==> src/hdl/cpik_pkg.sv <==
// ----------------------------------------------------------------------------
// cpik_pkg
// Shared types, status codes and constants for the planar chain IK solver.
// ----------------------------------------------------------------------------
package cpik_pkg;

   localparam int CW_W = 44;
   localparam int CZ_W = 34;
   localparam logic [29:0] GAIN_Q30 = 30'd652032874;
   localparam logic [15:0] HALF_TURN = 16'h8000;

   localparam logic [2:0] ST_ROOT_SET = 3'd0;
   localparam logic [2:0] ST_ADDED    = 3'd1;
   localparam logic [2:0] ST_FULL     = 3'd2;
   localparam logic [2:0] ST_SOLVED   = 3'd3;
   localparam logic [2:0] ST_EMPTY    = 3'd4;

   localparam logic ACT_ADD  = 1'b0;
   localparam logic ACT_STEP = 1'b1;

   typedef struct packed {
      logic               action;
      logic signed [15:0] point_x;
      logic signed [15:0] point_y;
   } req_type;

   typedef struct packed {
      logic [2:0]         status;
      logic [3:0]         bone_index;
      logic signed [15:0] out_x;
      logic signed [15:0] out_y;
      logic [15:0]        out_angle;
      logic [16:0]        out_length;
      logic               last;
   } rsp_type;

   typedef struct packed {
      logic               start;
      logic               rotate;
      logic signed [21:0] dx;
      logic signed [21:0] dy;
      logic [16:0]        len;
      logic [15:0]        ang;
   } cordic_req_type;

   typedef struct packed {
      logic               done;
      logic [15:0]        angle;
      logic signed [19:0] ox;
      logic signed [19:0] oy;
   } cordic_rsp_type;

   function automatic logic [31:0] atan_lut(input logic [4:0] i);
      logic [31:0] r;
      case (i)
         5'd0:  r = 32'd536870912;
         5'd1:  r = 32'd316933406;
         5'd2:  r = 32'd167458907;
         5'd3:  r = 32'd85004756;
         5'd4:  r = 32'd42667331;
         5'd5:  r = 32'd21354465;
         5'd6:  r = 32'd10679838;
         5'd7:  r = 32'd5340245;
         5'd8:  r = 32'd2670163;
         5'd9:  r = 32'd1335087;
         5'd10: r = 32'd667544;
         5'd11: r = 32'd333772;
         5'd12: r = 32'd166886;
         5'd13: r = 32'd83443;
         5'd14: r = 32'd41722;
         5'd15: r = 32'd20861;
         5'd16: r = 32'd10430;
         5'd17: r = 32'd5215;
         5'd18: r = 32'd2608;
         5'd19: r = 32'd1304;
         5'd20: r = 32'd652;
         5'd21: r = 32'd326;
         5'd22: r = 32'd163;
         5'd23: r = 32'd81;
         default: r = 32'd0;
      endcase
      return r;
   endfunction

   function automatic logic signed [15:0] add_sat(input logic signed [15:0] a,
                                                 input logic signed [19:0] b);
      logic signed [20:0] s;
      logic signed [15:0] r;
      s = 21'(a) + 21'(b);
      if (s > 21'sd32767) r = 16'sh7fff;
      else if (s < -21'sd32768) r = 16'sh8000;
      else r = s[15:0];
      return r;
   endfunction

endpackage

==> src/hdl/cpik_cordic.sv <==
// ----------------------------------------------------------------------------
// cpik_cordic
// Iterative CORDIC, one micro-rotation per cycle: vectoring (atan2) or
// rotation (polar to cartesian with gain precompensation).
// ----------------------------------------------------------------------------
module cpik_cordic #(
   parameter int ITERS = 16
) (
   input  logic                     clock,
   input  logic                     reset,
   input  cpik_pkg::cordic_req_type creq,
   output cpik_pkg::cordic_rsp_type crsp
);
   import cpik_pkg::*;

   typedef enum logic [2:0] {
      C_IDLE = 3'b001,
      C_RUN  = 3'b010,
      C_FIN  = 3'b100
   } cstate_type;

   cstate_type            state_ff, state_in;
   logic signed [CW_W-1:0] x_ff, x_in, y_ff, y_in;
   logic signed [CZ_W-1:0] z_ff, z_in;
   logic [4:0]            i_ff, i_in;
   logic                  rot_ff, rot_in, flip_ff, flip_in, zero_ff, zero_in;
   cordic_rsp_type        rsp_ff, rsp_in;

   logic signed [CW_W-1:0] xs, ys, vx, vy, rx, ry;
   logic signed [CZ_W-1:0] at;
   logic [31:0]           z32, zt, zr;
   logic [46:0]           prod;
   logic                  dir;

   always_comb begin
      state_in = state_ff;
      x_in     = x_ff;
      y_in     = y_ff;
      z_in     = z_ff;
      i_in     = i_ff;
      rot_in   = rot_ff;
      flip_in  = flip_ff;
      zero_in  = zero_ff;
      rsp_in   = rsp_ff;
      rsp_in.done = 1'b0;
      xs   = x_ff >>> i_ff;
      ys   = y_ff >>> i_ff;
      at   = CZ_W'(atan_lut(i_ff));
      dir  = rot_ff ? (z_ff >= 0) : !(y_ff > 0);
      z32  = {creq.ang, 16'h0000};
      zt   = z32 + 32'h4000_0000;
      prod = 47'(creq.len) * 47'(GAIN_Q30);
      vx   = CW_W'(creq.dx) <<< 14;
      vy   = CW_W'(creq.dy) <<< 14;
      rx   = (x_ff + CW_W'(32768)) >>> 16;
      ry   = (y_ff + CW_W'(32768)) >>> 16;
      zr   = z_ff[31:0] + 32'h0000_8000;
      case (state_ff)
         C_IDLE: begin
            if (creq.start) begin
               rot_in   = creq.rotate;
               i_in     = 5'd0;
               state_in = C_RUN;
               if (creq.rotate) begin
                  flip_in = zt[31];
                  z_in    = CZ_W'($signed(zt[31] ? z32 + 32'h8000_0000 : z32));
                  x_in    = CW_W'(prod >> 14);
                  y_in    = '0;
                  zero_in = 1'b0;
               end else begin
                  flip_in = 1'b0;
                  zero_in = (creq.dx == 0) && (creq.dy == 0);
                  if (creq.dx < 0) begin
                     x_in = -vx;
                     y_in = -vy;
                     z_in = CZ_W'(33'h0_8000_0000);
                  end else begin
                     x_in = vx;
                     y_in = vy;
                     z_in = '0;
                  end
               end
            end
         end
         C_RUN: begin
            if (dir) begin
               x_in = x_ff - ys;
               y_in = y_ff + xs;
               z_in = z_ff - at;
            end else begin
               x_in = x_ff + ys;
               y_in = y_ff - xs;
               z_in = z_ff + at;
            end
            i_in = i_ff + 5'd1;
            if (i_ff == 5'(ITERS - 1)) state_in = C_FIN;
         end
         C_FIN: begin
            rsp_in.done  = 1'b1;
            rsp_in.angle = zero_ff ? 16'h0000 : zr[31:16];
            rsp_in.ox    = flip_ff ? -rx[19:0] : rx[19:0];
            rsp_in.oy    = flip_ff ? -ry[19:0] : ry[19:0];
            state_in     = C_IDLE;
         end
         default: state_in = C_IDLE;
      endcase
   end

   always_ff @(posedge clock) begin
      if (reset) begin
         state_ff    <= C_IDLE;
         rsp_ff.done <= 1'b0;
      end else begin
         state_ff    <= state_in;
         rsp_ff.done <= rsp_in.done;
      end
      x_ff         <= x_in;
      y_ff         <= y_in;
      z_ff         <= z_in;
      i_ff         <= i_in;
      rot_ff       <= rot_in;
      flip_ff      <= flip_in;
      zero_ff      <= zero_in;
      rsp_ff.angle <= rsp_in.angle;
      rsp_ff.ox    <= rsp_in.ox;
      rsp_ff.oy    <= rsp_in.oy;
   end

   assign crsp = rsp_ff;

endmodule

==> src/hdl/cpik_isqrt.sv <==
// ----------------------------------------------------------------------------
// cpik_isqrt
// Bone length: squares dx and dy on one multiplier, then a digit-by-digit
// integer square root, two radicand bits per cycle.
// ----------------------------------------------------------------------------
module cpik_isqrt (
   input  logic               clock,
   input  logic               reset,
   input  logic               start,
   input  logic signed [16:0] dx,
   input  logic signed [16:0] dy,
   output logic               done,
   output logic [16:0]        root
);
   import cpik_pkg::*;

   typedef enum logic [3:0] {
      Q_IDLE = 4'b0001,
      Q_SQY  = 4'b0010,
      Q_RUN  = 4'b0100,
      Q_FIN  = 4'b1000
   } qstate_type;

   qstate_type  state_ff, state_in;
   logic [33:0] val_ff, val_in;
   logic [19:0] rem_ff, rem_in;
   logic [16:0] root_ff, root_in;
   logic [4:0]  i_ff, i_in;
   logic        done_ff, done_in;
   logic signed [16:0] dy_ff, dy_in;

   logic signed [16:0] mop;
   logic signed [33:0] sq;
   logic [19:0] rem_sh, trial;

   always_comb begin
      state_in = state_ff;
      val_in   = val_ff;
      rem_in   = rem_ff;
      root_in  = root_ff;
      i_in     = i_ff;
      dy_in    = dy_ff;
      done_in  = 1'b0;
      mop      = (state_ff == Q_SQY) ? dy_ff : dx;
      sq       = mop * mop;
      rem_sh   = {rem_ff[17:0], val_ff[33:32]};
      trial    = {1'b0, root_ff, 2'b01};
      case (state_ff)
         Q_IDLE: begin
            if (start) begin
               val_in   = $unsigned(sq);
               dy_in    = dy;
               state_in = Q_SQY;
            end
         end
         Q_SQY: begin
            val_in   = val_ff + $unsigned(sq);
            rem_in   = '0;
            root_in  = '0;
            i_in     = 5'd0;
            state_in = Q_RUN;
         end
         Q_RUN: begin
            val_in = {val_ff[31:0], 2'b00};
            if (rem_sh >= trial) begin
               rem_in  = rem_sh - trial;
               root_in = {root_ff[15:0], 1'b1};
            end else begin
               rem_in  = rem_sh;
               root_in = {root_ff[15:0], 1'b0};
            end
            i_in = i_ff + 5'd1;
            if (i_ff == 5'd16) state_in = Q_FIN;
         end
         Q_FIN: begin
            done_in  = 1'b1;
            state_in = Q_IDLE;
         end
         default: state_in = Q_IDLE;
      endcase
   end

   always_ff @(posedge clock) begin
      if (reset) begin
         state_ff <= Q_IDLE;
         done_ff  <= 1'b0;
      end else begin
         state_ff <= state_in;
         done_ff  <= done_in;
      end
      val_ff  <= val_in;
      rem_ff  <= rem_in;
      root_ff <= root_in;
      i_ff    <= i_in;
      dy_ff   <= dy_in;
   end

   assign done = done_ff;
   assign root = root_ff;

endmodule

==> src/hdl/planar_chain_ik_solver.sv <==
// Root set, full and empty answer straight from idle. Add rotates out the last tip,
//   squares and vectors, skipping the rotation on the first bone. Step on n bones
//   gives one result per bone; both are paced by the shared CORDIC unit.
// Throughput: one transaction at a time; req_ready only while idle.
// Reset (synchronous, active high) clears root and bone count; joint storage
//   is not cleared and is read only below the bone count.
// ----------------------------------------------------------------------------
// planar_chain_ik_solver
// FABRIK-style 2D chain solver: sequencer around a shared CORDIC and isqrt.
// ----------------------------------------------------------------------------
module planar_chain_ik_solver #(
   parameter int MAX_BONES    = 16,
   parameter int CORDIC_ITERS = 16
) (
   input  logic              clock,
   input  logic              reset,
   input  logic              req_valid,
   output logic              req_ready,
   input  cpik_pkg::req_type req_data,
   output logic              rsp_valid,
   input  logic              rsp_ready,
   output cpik_pkg::rsp_type rsp_data
);
   import cpik_pkg::*;

   localparam int IW = (MAX_BONES > 1) ? $clog2(MAX_BONES) : 1;
   localparam int CW = $clog2(MAX_BONES + 1);

   typedef enum logic [17:0] {
      S_IDLE   = 18'h00001,
      S_A_ROT  = 18'h00002,
      S_A_ROTW = 18'h00004,
      S_A_SQ   = 18'h00008,
      S_A_SQW  = 18'h00010,
      S_A_VEC  = 18'h00020,
      S_A_VECW = 18'h00040,
      S_B_VEC  = 18'h00080,
      S_B_VECW = 18'h00100,
      S_B_ROT  = 18'h00200,
      S_B_ROTW = 18'h00400,
      S_F_ROT1 = 18'h00800,
      S_F_RT1W = 18'h01000,
      S_F_VEC  = 18'h02000,
      S_F_VECW = 18'h04000,
      S_F_ROT2 = 18'h08000,
      S_F_RT2W = 18'h10000,
      S_OUT    = 18'h20000
   } state_type;

   state_type          state_ff, state_in;
   logic               has_root_ff, has_root_in;
   logic signed [15:0] root_x_ff, root_x_in, root_y_ff, root_y_in;
   logic [CW-1:0]      count_ff, count_in;
   logic [IW-1:0]      idx_ff, idx_in;
   logic signed [15:0] px_ff, px_in, py_ff, py_in, tx_ff, tx_in, ty_ff, ty_in;
   logic signed [20:0] tipx_ff, tipx_in, tipy_ff, tipy_in;
   logic [16:0]        slen_ff, slen_in;
   rsp_type            rsp_ff, rsp_in;

   logic signed [15:0] jx_ff [MAX_BONES];
   logic signed [15:0] jy_ff [MAX_BONES];
   logic [15:0]        hd_ff [MAX_BONES];
   logic [16:0]        len_ff [MAX_BONES];

   logic               j_we, hd_we, len_we;
   logic [IW-1:0]      wr_idx;
   logic signed [15:0] wjx, wjy;
   logic [15:0]        whd;

   logic signed [15:0] rjx, rjy;
   logic [15:0]        rhd;
   logic [16:0]        rlen;
   logic signed [15:0] nx, ny;

   cordic_req_type     creq;
   cordic_rsp_type     crsp;
   logic               sq_start, sq_done;
   logic [16:0]        sq_root;
   logic signed [16:0] sdx, sdy;

   cpik_cordic #(.ITERS(CORDIC_ITERS)) u_cordic (
      .clock(clock), .reset(reset), .creq(creq), .crsp(crsp)
   );

   cpik_isqrt u_isqrt (
      .clock(clock), .reset(reset), .start(sq_start), .dx(sdx), .dy(sdy),
      .done(sq_done), .root(sq_root)
   );

   assign rjx  = jx_ff[idx_ff];
   assign rjy  = jy_ff[idx_ff];
   assign rhd  = hd_ff[idx_ff];
   assign rlen = len_ff[idx_ff];
   assign sdx  = 17'(px_ff) - 17'(tx_ff);
   assign sdy  = 17'(py_ff) - 17'(ty_ff);
   assign nx   = add_sat(tx_ff, crsp.ox);
   assign ny   = add_sat(ty_ff, crsp.oy);

   always_comb begin
      creq        = '0;
      creq.len    = rlen;
      creq.ang    = rhd;
      creq.rotate = 1'b1;
      sq_start    = 1'b0;
      case (state_ff)
         S_A_ROT, S_F_ROT1, S_F_ROT2: creq.start = 1'b1;
         S_B_ROT: begin
            creq.start = 1'b1;
            creq.ang   = rhd + HALF_TURN;
         end
         S_A_VEC: begin
            creq.start  = 1'b1;
            creq.rotate = 1'b0;
            creq.dx     = 22'(px_ff) - 22'(tx_ff);
            creq.dy     = 22'(py_ff) - 22'(ty_ff);
         end
         S_B_VEC: begin
            creq.start  = 1'b1;
            creq.rotate = 1'b0;
            creq.dx     = 22'(tx_ff) - 22'(rjx);
            creq.dy     = 22'(ty_ff) - 22'(rjy);
         end
         S_F_VEC: begin
            creq.start  = 1'b1;
            creq.rotate = 1'b0;
            creq.dx     = 22'(tipx_ff) - 22'(tx_ff);
            creq.dy     = 22'(tipy_ff) - 22'(ty_ff);
         end
         S_A_SQ: sq_start = 1'b1;
         default: ;
      endcase
   end

   always_comb begin
      state_in    = state_ff;
      has_root_in = has_root_ff;
      root_x_in   = root_x_ff;
      root_y_in   = root_y_ff;
      count_in    = count_ff;
      idx_in      = idx_ff;
      px_in       = px_ff;
      py_in       = py_ff;
      tx_in       = tx_ff;
      ty_in       = ty_ff;
      tipx_in     = tipx_ff;
      tipy_in     = tipy_ff;
      slen_in     = slen_ff;
      rsp_in      = rsp_ff;
      j_we        = 1'b0;
      hd_we       = 1'b0;
      len_we      = 1'b0;
      wr_idx      = idx_ff;
      wjx         = tx_ff;
      wjy         = ty_ff;
      whd         = crsp.angle;
      case (state_ff)
         S_IDLE: begin
            if (req_valid) begin
               px_in  = req_data.point_x;
               py_in  = req_data.point_y;
               rsp_in = '0;
               rsp_in.last = 1'b1;
               state_in = S_OUT;
               if (req_data.action == ACT_ADD) begin
                  if (!has_root_ff) begin
                     has_root_in   = 1'b1;
                     root_x_in     = req_data.point_x;
                     root_y_in     = req_data.point_y;
                     rsp_in.status = ST_ROOT_SET;
                     rsp_in.out_x  = req_data.point_x;
                     rsp_in.out_y  = req_data.point_y;
                  end else if (count_ff == CW'(MAX_BONES)) begin
                     rsp_in.status = ST_FULL;
                  end else if (count_ff == '0) begin
                     tx_in    = root_x_ff;
                     ty_in    = root_y_ff;
                     state_in = S_A_SQ;
                  end else begin
                     idx_in   = IW'(count_ff - 1'b1);
                     state_in = S_A_ROT;
                  end
               end else if (count_ff == '0) begin
                  rsp_in.status = ST_EMPTY;
               end else begin
                  idx_in   = IW'(count_ff - 1'b1);
                  tx_in    = req_data.point_x;
                  ty_in    = req_data.point_y;
                  state_in = S_B_VEC;
               end
            end
         end
         S_A_ROT:  state_in = S_A_ROTW;
         S_A_ROTW: begin
            if (crsp.done) begin
               tx_in    = add_sat(rjx, crsp.ox);
               ty_in    = add_sat(rjy, crsp.oy);
               state_in = S_A_SQ;
            end
         end
         S_A_SQ:  state_in = S_A_SQW;
         S_A_SQW: begin
            if (sq_done) begin
               slen_in  = sq_root;
               state_in = S_A_VEC;
            end
         end
         S_A_VEC:  state_in = S_A_VECW;
         S_A_VECW: begin
            if (crsp.done) begin
               wr_idx = IW'(count_ff);
               j_we   = 1'b1;
               hd_we  = 1'b1;
               len_we = 1'b1;
               count_in = count_ff + 1'b1;
               rsp_in.status     = ST_ADDED;
               rsp_in.bone_index = 4'(count_ff);
               rsp_in.out_x      = tx_ff;
               rsp_in.out_y      = ty_ff;
               rsp_in.out_angle  = crsp.angle;
               rsp_in.out_length = slen_ff;
               rsp_in.last       = 1'b1;
               state_in = S_OUT;
            end
         end
         S_B_VEC:  state_in = S_B_VECW;
         S_B_VECW: begin
            if (crsp.done) begin
               hd_we    = 1'b1;
               state_in = S_B_ROT;
            end
         end
         S_B_ROT:  state_in = S_B_ROTW;
         S_B_ROTW: begin
            if (crsp.done) begin
               wjx  = nx;
               wjy  = ny;
               j_we = 1'b1;
               if (idx_ff == '0) begin
                  tx_in    = root_x_ff;
                  ty_in    = root_y_ff;
                  state_in = S_F_ROT1;
               end else begin
                  tx_in    = nx;
                  ty_in    = ny;
                  idx_in   = idx_ff - 1'b1;
                  state_in = S_B_VEC;
               end
            end
         end
         S_F_ROT1: state_in = S_F_RT1W;
         S_F_RT1W: begin
            if (crsp.done) begin
               tipx_in  = 21'(rjx) + 21'(crsp.ox);
               tipy_in  = 21'(rjy) + 21'(crsp.oy);
               state_in = S_F_VEC;
            end
         end
         S_F_VEC:  state_in = S_F_VECW;
         S_F_VECW: begin
            if (crsp.done) begin
               hd_we    = 1'b1;
               j_we     = 1'b1;
               state_in = S_F_ROT2;
            end
         end
         S_F_ROT2: state_in = S_F_RT2W;
         S_F_RT2W: begin
            if (crsp.done) begin
               rsp_in.status     = ST_SOLVED;
               rsp_in.bone_index = 4'(idx_ff);
               rsp_in.out_x      = tx_ff;
               rsp_in.out_y      = ty_ff;
               rsp_in.out_angle  = rhd;
               rsp_in.out_length = rlen;
               rsp_in.last       = (CW'(idx_ff) + 1'b1) == count_ff;
               tx_in    = nx;
               ty_in    = ny;
               state_in = S_OUT;
            end
         end
         S_OUT: begin
            if (rsp_ready) begin
               if (rsp_ff.last) begin
                  state_in = S_IDLE;
               end else begin
                  idx_in   = idx_ff + 1'b1;
                  state_in = S_F_ROT1;
               end
            end
         end
         default: state_in = S_IDLE;
      endcase
   end

   always_ff @(posedge clock) begin
      if (reset) begin
         state_ff    <= S_IDLE;
         has_root_ff <= 1'b0;
         root_x_ff   <= '0;
         root_y_ff   <= '0;
         count_ff    <= '0;
      end else begin
         state_ff    <= state_in;
         has_root_ff <= has_root_in;
         root_x_ff   <= root_x_in;
         root_y_ff   <= root_y_in;
         count_ff    <= count_in;
      end
      idx_ff  <= idx_in;
      px_ff   <= px_in;
      py_ff   <= py_in;
      tx_ff   <= tx_in;
      ty_ff   <= ty_in;
      tipx_ff <= tipx_in;
      tipy_ff <= tipy_in;
      slen_ff <= slen_in;
      rsp_ff  <= rsp_in;
   end

   always_ff @(posedge clock) begin
      if (j_we) begin
         jx_ff[wr_idx] <= wjx;
         jy_ff[wr_idx] <= wjy;
      end
      if (hd_we) hd_ff[wr_idx] <= whd;
      if (len_we) len_ff[wr_idx] <= slen_ff;
   end

   assign req_ready = (state_ff == S_IDLE);
   assign rsp_valid = (state_ff == S_OUT);
   assign rsp_data  = rsp_ff;

   a_no_overlap: assert property (@(posedge clock) disable iff (reset)
      !(req_ready && rsp_valid))
      else $error("accepting input while a result is pending");

   a_count_range: assert property (@(posedge clock) disable iff (reset)
      count_ff <= CW'(MAX_BONES))
      else $error("bone count beyond capacity");

   a_solved_has_bones: assert property (@(posedge clock) disable iff (reset)
      rsp_valid && (rsp_ff.status == ST_SOLVED) |-> count_ff != '0)
      else $error("solved bone reported on an empty chain");

   a_add_grows: assert property (@(posedge clock) disable iff (reset)
      (state_ff == S_A_VECW) && crsp.done |=> count_ff == $past(count_ff) + 1'b1)
      else $error("bone add did not advance the count");

endmodule

==> config.mk <==
export PLATFORM = sky130hd
export DESIGN_NAME = planar_chain_ik_solver
export DESIGN_NICKNAME = d
export VERILOG_FILES = /design/src/hdl/cpik_pkg.sv /design/src/hdl/cpik_cordic.sv /design/src/hdl/cpik_isqrt.sv /design/src/hdl/planar_chain_ik_solver.sv
export SDC_FILE = /design/constraint.sdc
export NUM_CORES = 2
export LEC_CHECK = 0
export ABC_AREA = 0
export BUFFER_PORTS_ARGS = -buffer_cell sky130_fd_sc_hd__buf_2
export CORE_MARGIN = 1
export CORE_UTILIZATION = 44
export CTS_BUF_LIST = sky130_fd_sc_hd__clkbuf_4 sky130_fd_sc_hd__clkbuf_8 sky130_fd_sc_hd__clkbuf_16
export DETAILED_ROUTE_END_ITERATION = 10
export PLACE_DENSITY = 0.55
export SLEW_MARGIN = 20
export SYNTH_ARGS = -nofsm -noshare
export SYNTH_HDL_FRONTEND = slang
export SYNTH_HIERARCHICAL = 1
export SYNTH_SLANG_ARGS = --single-unit
==> constraint.sdc <==
create_clock -name clock -period 13.95 [get_ports clock]
set_input_delay 0.6975 -clock clock [delete_from_list [all_inputs] [get_ports clock]]
set_output_delay 0.6975 -clock clock [all_outputs]
set_load 0.03 [all_outputs]
* Yosys cells after proc, flatten, opt, wreduce, memory -nomap -nowiden
Memory sizes are Yosys's and may differ from the RTL's. A register that Yosys moved wholly into a read port is not among the register bits. Cells that the tools add are included.
Storage, ports and cells: memories 5, flip-flop bits (word level) 542, memory bits (writable) 1040, bits of input ports 37, ROM bits 960
Cells by class: magnitude comparators 12, muxes and demuxes 128, $add $sub $neg 37, reduce and logical (&&, ||, !) cells 32, multiply operators 2, equal/unequal tests 50, bitwise logic cells 2, shift-type cells 2
Memory list:
- (no name shown) | words 32, width 30, read ports 1, clocked after memory_dff 1, wr ports 0, RTL line cpik_pkg.sv:55 | case (i)
- len_ff | words 16, width 17, read ports 1, clocked after memory_dff 1, wr ports 1, RTL line planar_chain_ik_solver.sv:63 | logic [16:0] len_ff [MAX_BONES];
- hd_ff | words 16, width 16, read ports 1, clocked after memory_dff 1, wr ports 1, RTL line planar_chain_ik_solver.sv:62 | logic [15:0] hd_ff [MAX_BONES];
- jx_ff | words 16, width 16, read ports 1, clocked after memory_dff 1, wr ports 1, RTL line planar_chain_ik_solver.sv:60 | logic signed [15:0] jx_ff [MAX_BONES];
- jy_ff | words 16, width 16, read ports 1, clocked after memory_dff 1, wr ports 1, RTL line planar_chain_ik_solver.sv:61 | logic signed [15:0] jy_ff [MAX_BONES];
Operators with widths (count):
- $mux 16 | 32
- $mux 44 | 8
- $pmux 18 s17 | 1
- $mux 18 | 14
- $mux 73 | 3
- $pmux 73 s3 | 1
- $pmux 44 s2 | 2
- $mux 34 | 4
- $pmux 45 s3 | 1
- $mux 32 | 4
- $pmux 16 s4 | 2
- $pmux 34 s3 | 1
- $sub 16x16->17 | 6
- $add 44x44->44 | 2
- $neg 36->44 | 2
- $sshr 44x5->44 | 2
- $sub 44x44->44 | 2
- $add 16x20->21 | 4
- $gt 21x16->1 const B | 4
- $lt 21x16->1 const B | 4
- $add 36x17->36 const B | 2
- $mux 4 | 18
- $pmux 34 s2 | 1
- $logic_not 32->1 | 2
- 81 further kinds | 143

* Logic depth before layout (Yosys ltp)
depth in word-level cells 8, gate-level depth with buffers 49, mapped depth without buffers 48

* Cells and area by module
Netlist, hierarchy kept.
By module, submodules not included:
- planar_chain_ik_solver | cells each 3981, area an instance 60478.0 um^2, instances 1, seq. area each 38436.9 um^2
- cpik_cordic | cells each 3916, area an instance 35213.8 um^2, instances 1, seq. area each 6266.0 um^2
- cpik_isqrt | cells each 1703, area an instance 16123.0 um^2, instances 1, seq. area each 2832.7 um^2

* Worst setup path after synthesis
No wires, ideal clock.
path kind reg2reg, from reg tx_ff[1], to reg u_isqrt.val_ff[33], data pin, required time 13.646 ns, setup slack 3.677 ns, arrival time 9.969 ns, stages on the path, launching flop included 48, cells stage by stage edfxtp_1 inv_1 ha_1 nor2b_1 o21ai_0 a21boi_1 o21a_1 o21ai_1 a21oi_1 nor3_1 o41ai_1 a2111oi_0 or3_1 nand2_1 nand2_1 clkinv_1 nor2_1 fa_1 [12 not listed] a21o_1 a21oi_2 o21ai_1 a221o_1 a31oi_4 o21ai_2 and2_0 o31a_1 ha_1 a21oi_1 o21bai_1 a21oi_1 o21a_1 a31o_2 o21ai_1 xnor2_1 xnor2_1 o221ai_1
On the way: longest elaborated chain between the ends 5, elaborated cells on any way between the ends 6, those cells by class add/sub: 2; mul: 1; mux: 3
RTL lines:
- from (decl) | RTL line planar_chain_ik_solver.sv:55 | logic signed [15:0] px_ff, px_in, py_ff, py_in, tx_ff, tx_in, ty_ff, ty_in;
- from (signal assigned) | RTL line planar_chain_ik_solver.sv:312 | tx_ff <= tx_in;
- $sub 16x16->17 (*) | RTL line planar_chain_ik_solver.sv:94 | assign sdx = 17'(px_ff) - 17'(tx_ff);
- named net sdx[15] | RTL line planar_chain_ik_solver.sv:79 | logic signed [16:0] sdx, sdy;
- $mux 17 (*) | RTL line cpik_isqrt.sv:44 | mop = (state_ff == Q_SQY) ? dy_ff : dx;
- $mul 17x17->34 (*) | RTL line cpik_isqrt.sv:45 | sq = mop * mop;
- $add 34x34->34 / $mux 34 (equally long branches) | RTL line cpik_isqrt.sv:57, cpik_isqrt.sv:50
- $pmux 34 s3 (*) | RTL line cpik_isqrt.sv:48 | case (state_ff)
- named net u_isqrt.val_in[33] | RTL line cpik_isqrt.sv:25 | logic [33:0] val_ff, val_in;
- to (signal assigned) | RTL line cpik_isqrt.sv:91 | val_ff <= val_in;
- to (decl) | RTL line cpik_isqrt.sv:25
The timed path passes the listed nets; every way through them passes the cells marked *. The select of a mux whose other input is x is not followed. A chain may end at the register's enable or synchronous reset.

* Worst setup path after layout
Ends and elaborated chain as after synthesis.

==> flow_metrics.env <==
export IMPL_yosysMostFrequentCell="edfxtp_1"
export IMPL_cts_repair_resized=0
export IMPL_totalWireLength_mm=356
export IMPL_slowest_stage="mux2i_1"
export IMPL_finalClockSkew_ns=0.106
export IMPL_yosysSeqAreaShare=0.425
export IMPL_drive_gt1_frac=0.131
export IMPL_cts_setup_buffers=0
export IMPL_avgViaCountPerCell=6.05
export IMPL_register_area_um2=47600
export IMPL_rows=184
export IMPL_synth_top_area_cell="edfxtp_1"
export IMPL_ys_warn_count=6
export IMPL_synthFlopType="edfxtp_1"
export IMPL_cts_buffers=183
export IMPL_postRouteAntennaNets=0
export IMPL_end_kind="flip-flop"
export IMPL_multi_input_area_um2=59400
export IMPL_holdWs_ns=0.116
export IMPL_io_buffer_count=111
export IMPL_grt_util_met2=0.429
export IMPL_cts_max_path_buffers=3
export IMPL_finalCriticalPeriod_ns=12.11
export IMPL_cts_root_buf="clkbuf_16"
export IMPL_slew_headroom=0.220
export IMPL_crit_arrival_ns=12.64
export IMPL_avgRoutedWirePerCell_um=27.0
export IMPL_grt_pass1_wl_mm=523
export IMPL_synth_nets=10741
export IMPL_die_area_um2=256000
export IMPL_hpwl_mm=258
export IMPL_hold_viol_final=0
export IMPL_synthesis_area_um2=112000
export IMPL_grt_start_max_net_pins=133
export IMPL_slowest_delay_ns=0.64
export IMPL_grt_ovfl_total=0
export IMPL_met1_usage=0.398
export IMPL_setup_tns_final_ns=0
export IMPL_routed_via_count=79631
export IMPL_drt_iter0_drc=8489
export IMPL_start_kind="flip-flop"
export IMPL_clk_latency_ns=0.88
export IMPL_die_width_um=506
export IMPL_synth_edff_count=1517
export IMPL_layout_worst_path_cycle_share=0.868
export IMPL_synthCells=9600
export IMPL_cts_tree="built"
export IMPL_drv_cap=0
export IMPL_syn_area_per_cell_um2=11.6
export IMPL_worst_slew_pin_slew_ns=1.17
export IMPL_synth_area_leaders="edfxtp_1, mux4_2, fa_1"
export IMPL_cts_num_sinks=1616
export IMPL_num_io_pins=112
export IMPL_min_from="req_data[4]"
export IMPL_rsz0062_at_grt="false"
export IMPL_holdBufCountCts=0
export IMPL_antenna_found_initial=18
export IMPL_start_util=0.444
export IMPL_use_met3=0.0391
export IMPL_r2r_start="tx_ff[1]"
export IMPL_yosys_cell_types_count=113
export IMPL_syn2layout_area_growth_pct=9.92
export IMPL_timing_fmax_ghz=0.0826
export IMPL_synth_top_area_frac=0.407
export IMPL_gp_congestion=0.958
export IMPL_cts_max_level=4
export IMPL_drv_slew=0
export IMPL_drc=0
export IMPL_hold_path_class="input pin to flip-flop"
export IMPL_setup_violations_final=0
export IMPL_grt_pass1_vias=77944
export IMPL_crit_start="tx_ff[1]"
export IMPL_synthArstFlopShare=0
export IMPL_gr_usage_all_layers=0.275
export IMPL_drt_first_pass_iters=6
export IMPL_critPathKind="flip-flop to flip-flop"
export IMPL_worstPathMaxFanout=11
export IMPL_yosys_register_bits=1616
export IMPL_die_h_um=506
export IMPL_busiest_layer="met2"
export IMPL_core_area_um2=252000
export IMPL_nFillCells=22458
export IMPL_required_ns=14.49
export IMPL_yosys_top_cells_count="edfxtp_1, inv_1, nor2_1"
export IMPL_nNetsFinal=10801
export IMPL_clk_pin_slew_ns=0.06
export IMPL_status="finished clean"
[critical path, delay by kind of cell, from the launching register on]
family,cells,cell delay [ns]
buffers and inverters,7,0.99
XOR/XNOR,2,0.31
multiplexers,1,0.64
AO/OA/AOI/OAI,24,4.57
adder cells (fa/ha/maj),9,4.24
AND/OR/NAND/NOR,3,0.54
flip-flops,1,0.51
[through the flow]
step / utilization / instance area, µm² / setup slack (ns) / instances
6_report: 0.488 / 123000 / 1.84 / 13171
2_1_floorplan: - / 112000 / 3.68 / 9600
3_5_place_dp: 0.463 / 117000 / 1.95 / 12819
4_1_cts: 0.487 / 123000 / 1.93 / 13161
5_1_grt: 0.487 / 123000 / 1.14 / 13168
3_3_place_gp: 0.463 / 117000 / 2.05 / 12819
[layout by cell type (no fill, tap or decap), drive strengths merged, types with 45 or more instances in the layout]
master and count:
a211oi 81, mux2i 132, dfxtp 99, nor2b 95
o21a 65, a22oi 65, edfxtp 1517, nand2b 81
nand4 61, o211ai 51, nand3 199, buf 299
nor2 660, xnor2 369, o22ai 74, or3 45
ha 628, a21oi 529, a22o 51, o21ai 435
fa 476, a31oi 92, o31ai 50, nor4 50
nor3 147, o21bai 57, mux4 471, inv 929
a21o 181, clkinv 90, and2 61, xor2 237
and3 73, clkbuf 217, nand2 645
[flip-flops by register name (all words and copies together) (netlist names), 17 cells and up, named ones only]
register        count
state_ff           18
hd_ff             256
u_isqrt/root       17
rsp_data           73
tipy_ff            21
u_cordic/x_ff      44
len_ff            272
u_isqrt/rem_ff     18
tipx_ff            21
u_cordic/z_ff      34
slen_ff            17
u_cordic/at        30
jy_ff             256
jx_ff             256
u_isqrt/dy_ff      17
u_isqrt/val_ff     34
u_cordic/y_ff      44
u_cordic/crsp      57
[path summary, 6_finish.rpt]
check | endpoint | slack [ns] | cells past startpoint
min | py_ff[4] | 0.12 | 1
min reg2reg | slen_ff[2] | 0.45 | 0
max reg2reg | u_isqrt/val_ff[33] | 1.84 | 46
max | u_isqrt/val_ff[33] | 1.84 | 46
[area by class of cell]
| cell class | count | share of cell area |
|---|---|---|
| clock inverters | 125 | 0.0109 |
| inverters | 926 | 0.0283 |
| diodes | 6 | 0.000122 |
| clock buffers | 217 | 0.0393 |
| flip-flops and latches | 1616 | 0.387 |
| repair buffers | 299 | 0.0166 |
| multi-input cells | 6634 | 0.484 |
| well taps | 3348 | 0.0341 |
[kinds of logic (layout without fill, tap and decap cells)]
family	Yosys count	after routing	synth area share
other	0	6	0
AND/OR/NAND/NOR	2248	2248	0.0953
adder cells (fa/ha/maj)	1104	1104	0.155
buffers and inverters	1350	1567	0.0469
multiplexers	646	646	0.111
XOR/XNOR	606	606	0.0475
AO/OA/AOI/OAI	2030	2030	0.118
flip-flops	1616	1616	0.425
[routing by layer]
layer,vias up,part of all wire
li1,35589,-
met1,40519,0.45
met2,2993,0.45
met3,518,0.070
met4,12,0.031
met5,-,0.00028
Power is left out: the tool's default activity adds up to more than one toggle a clock period on the data nets, which glitch-free logic cannot reach.
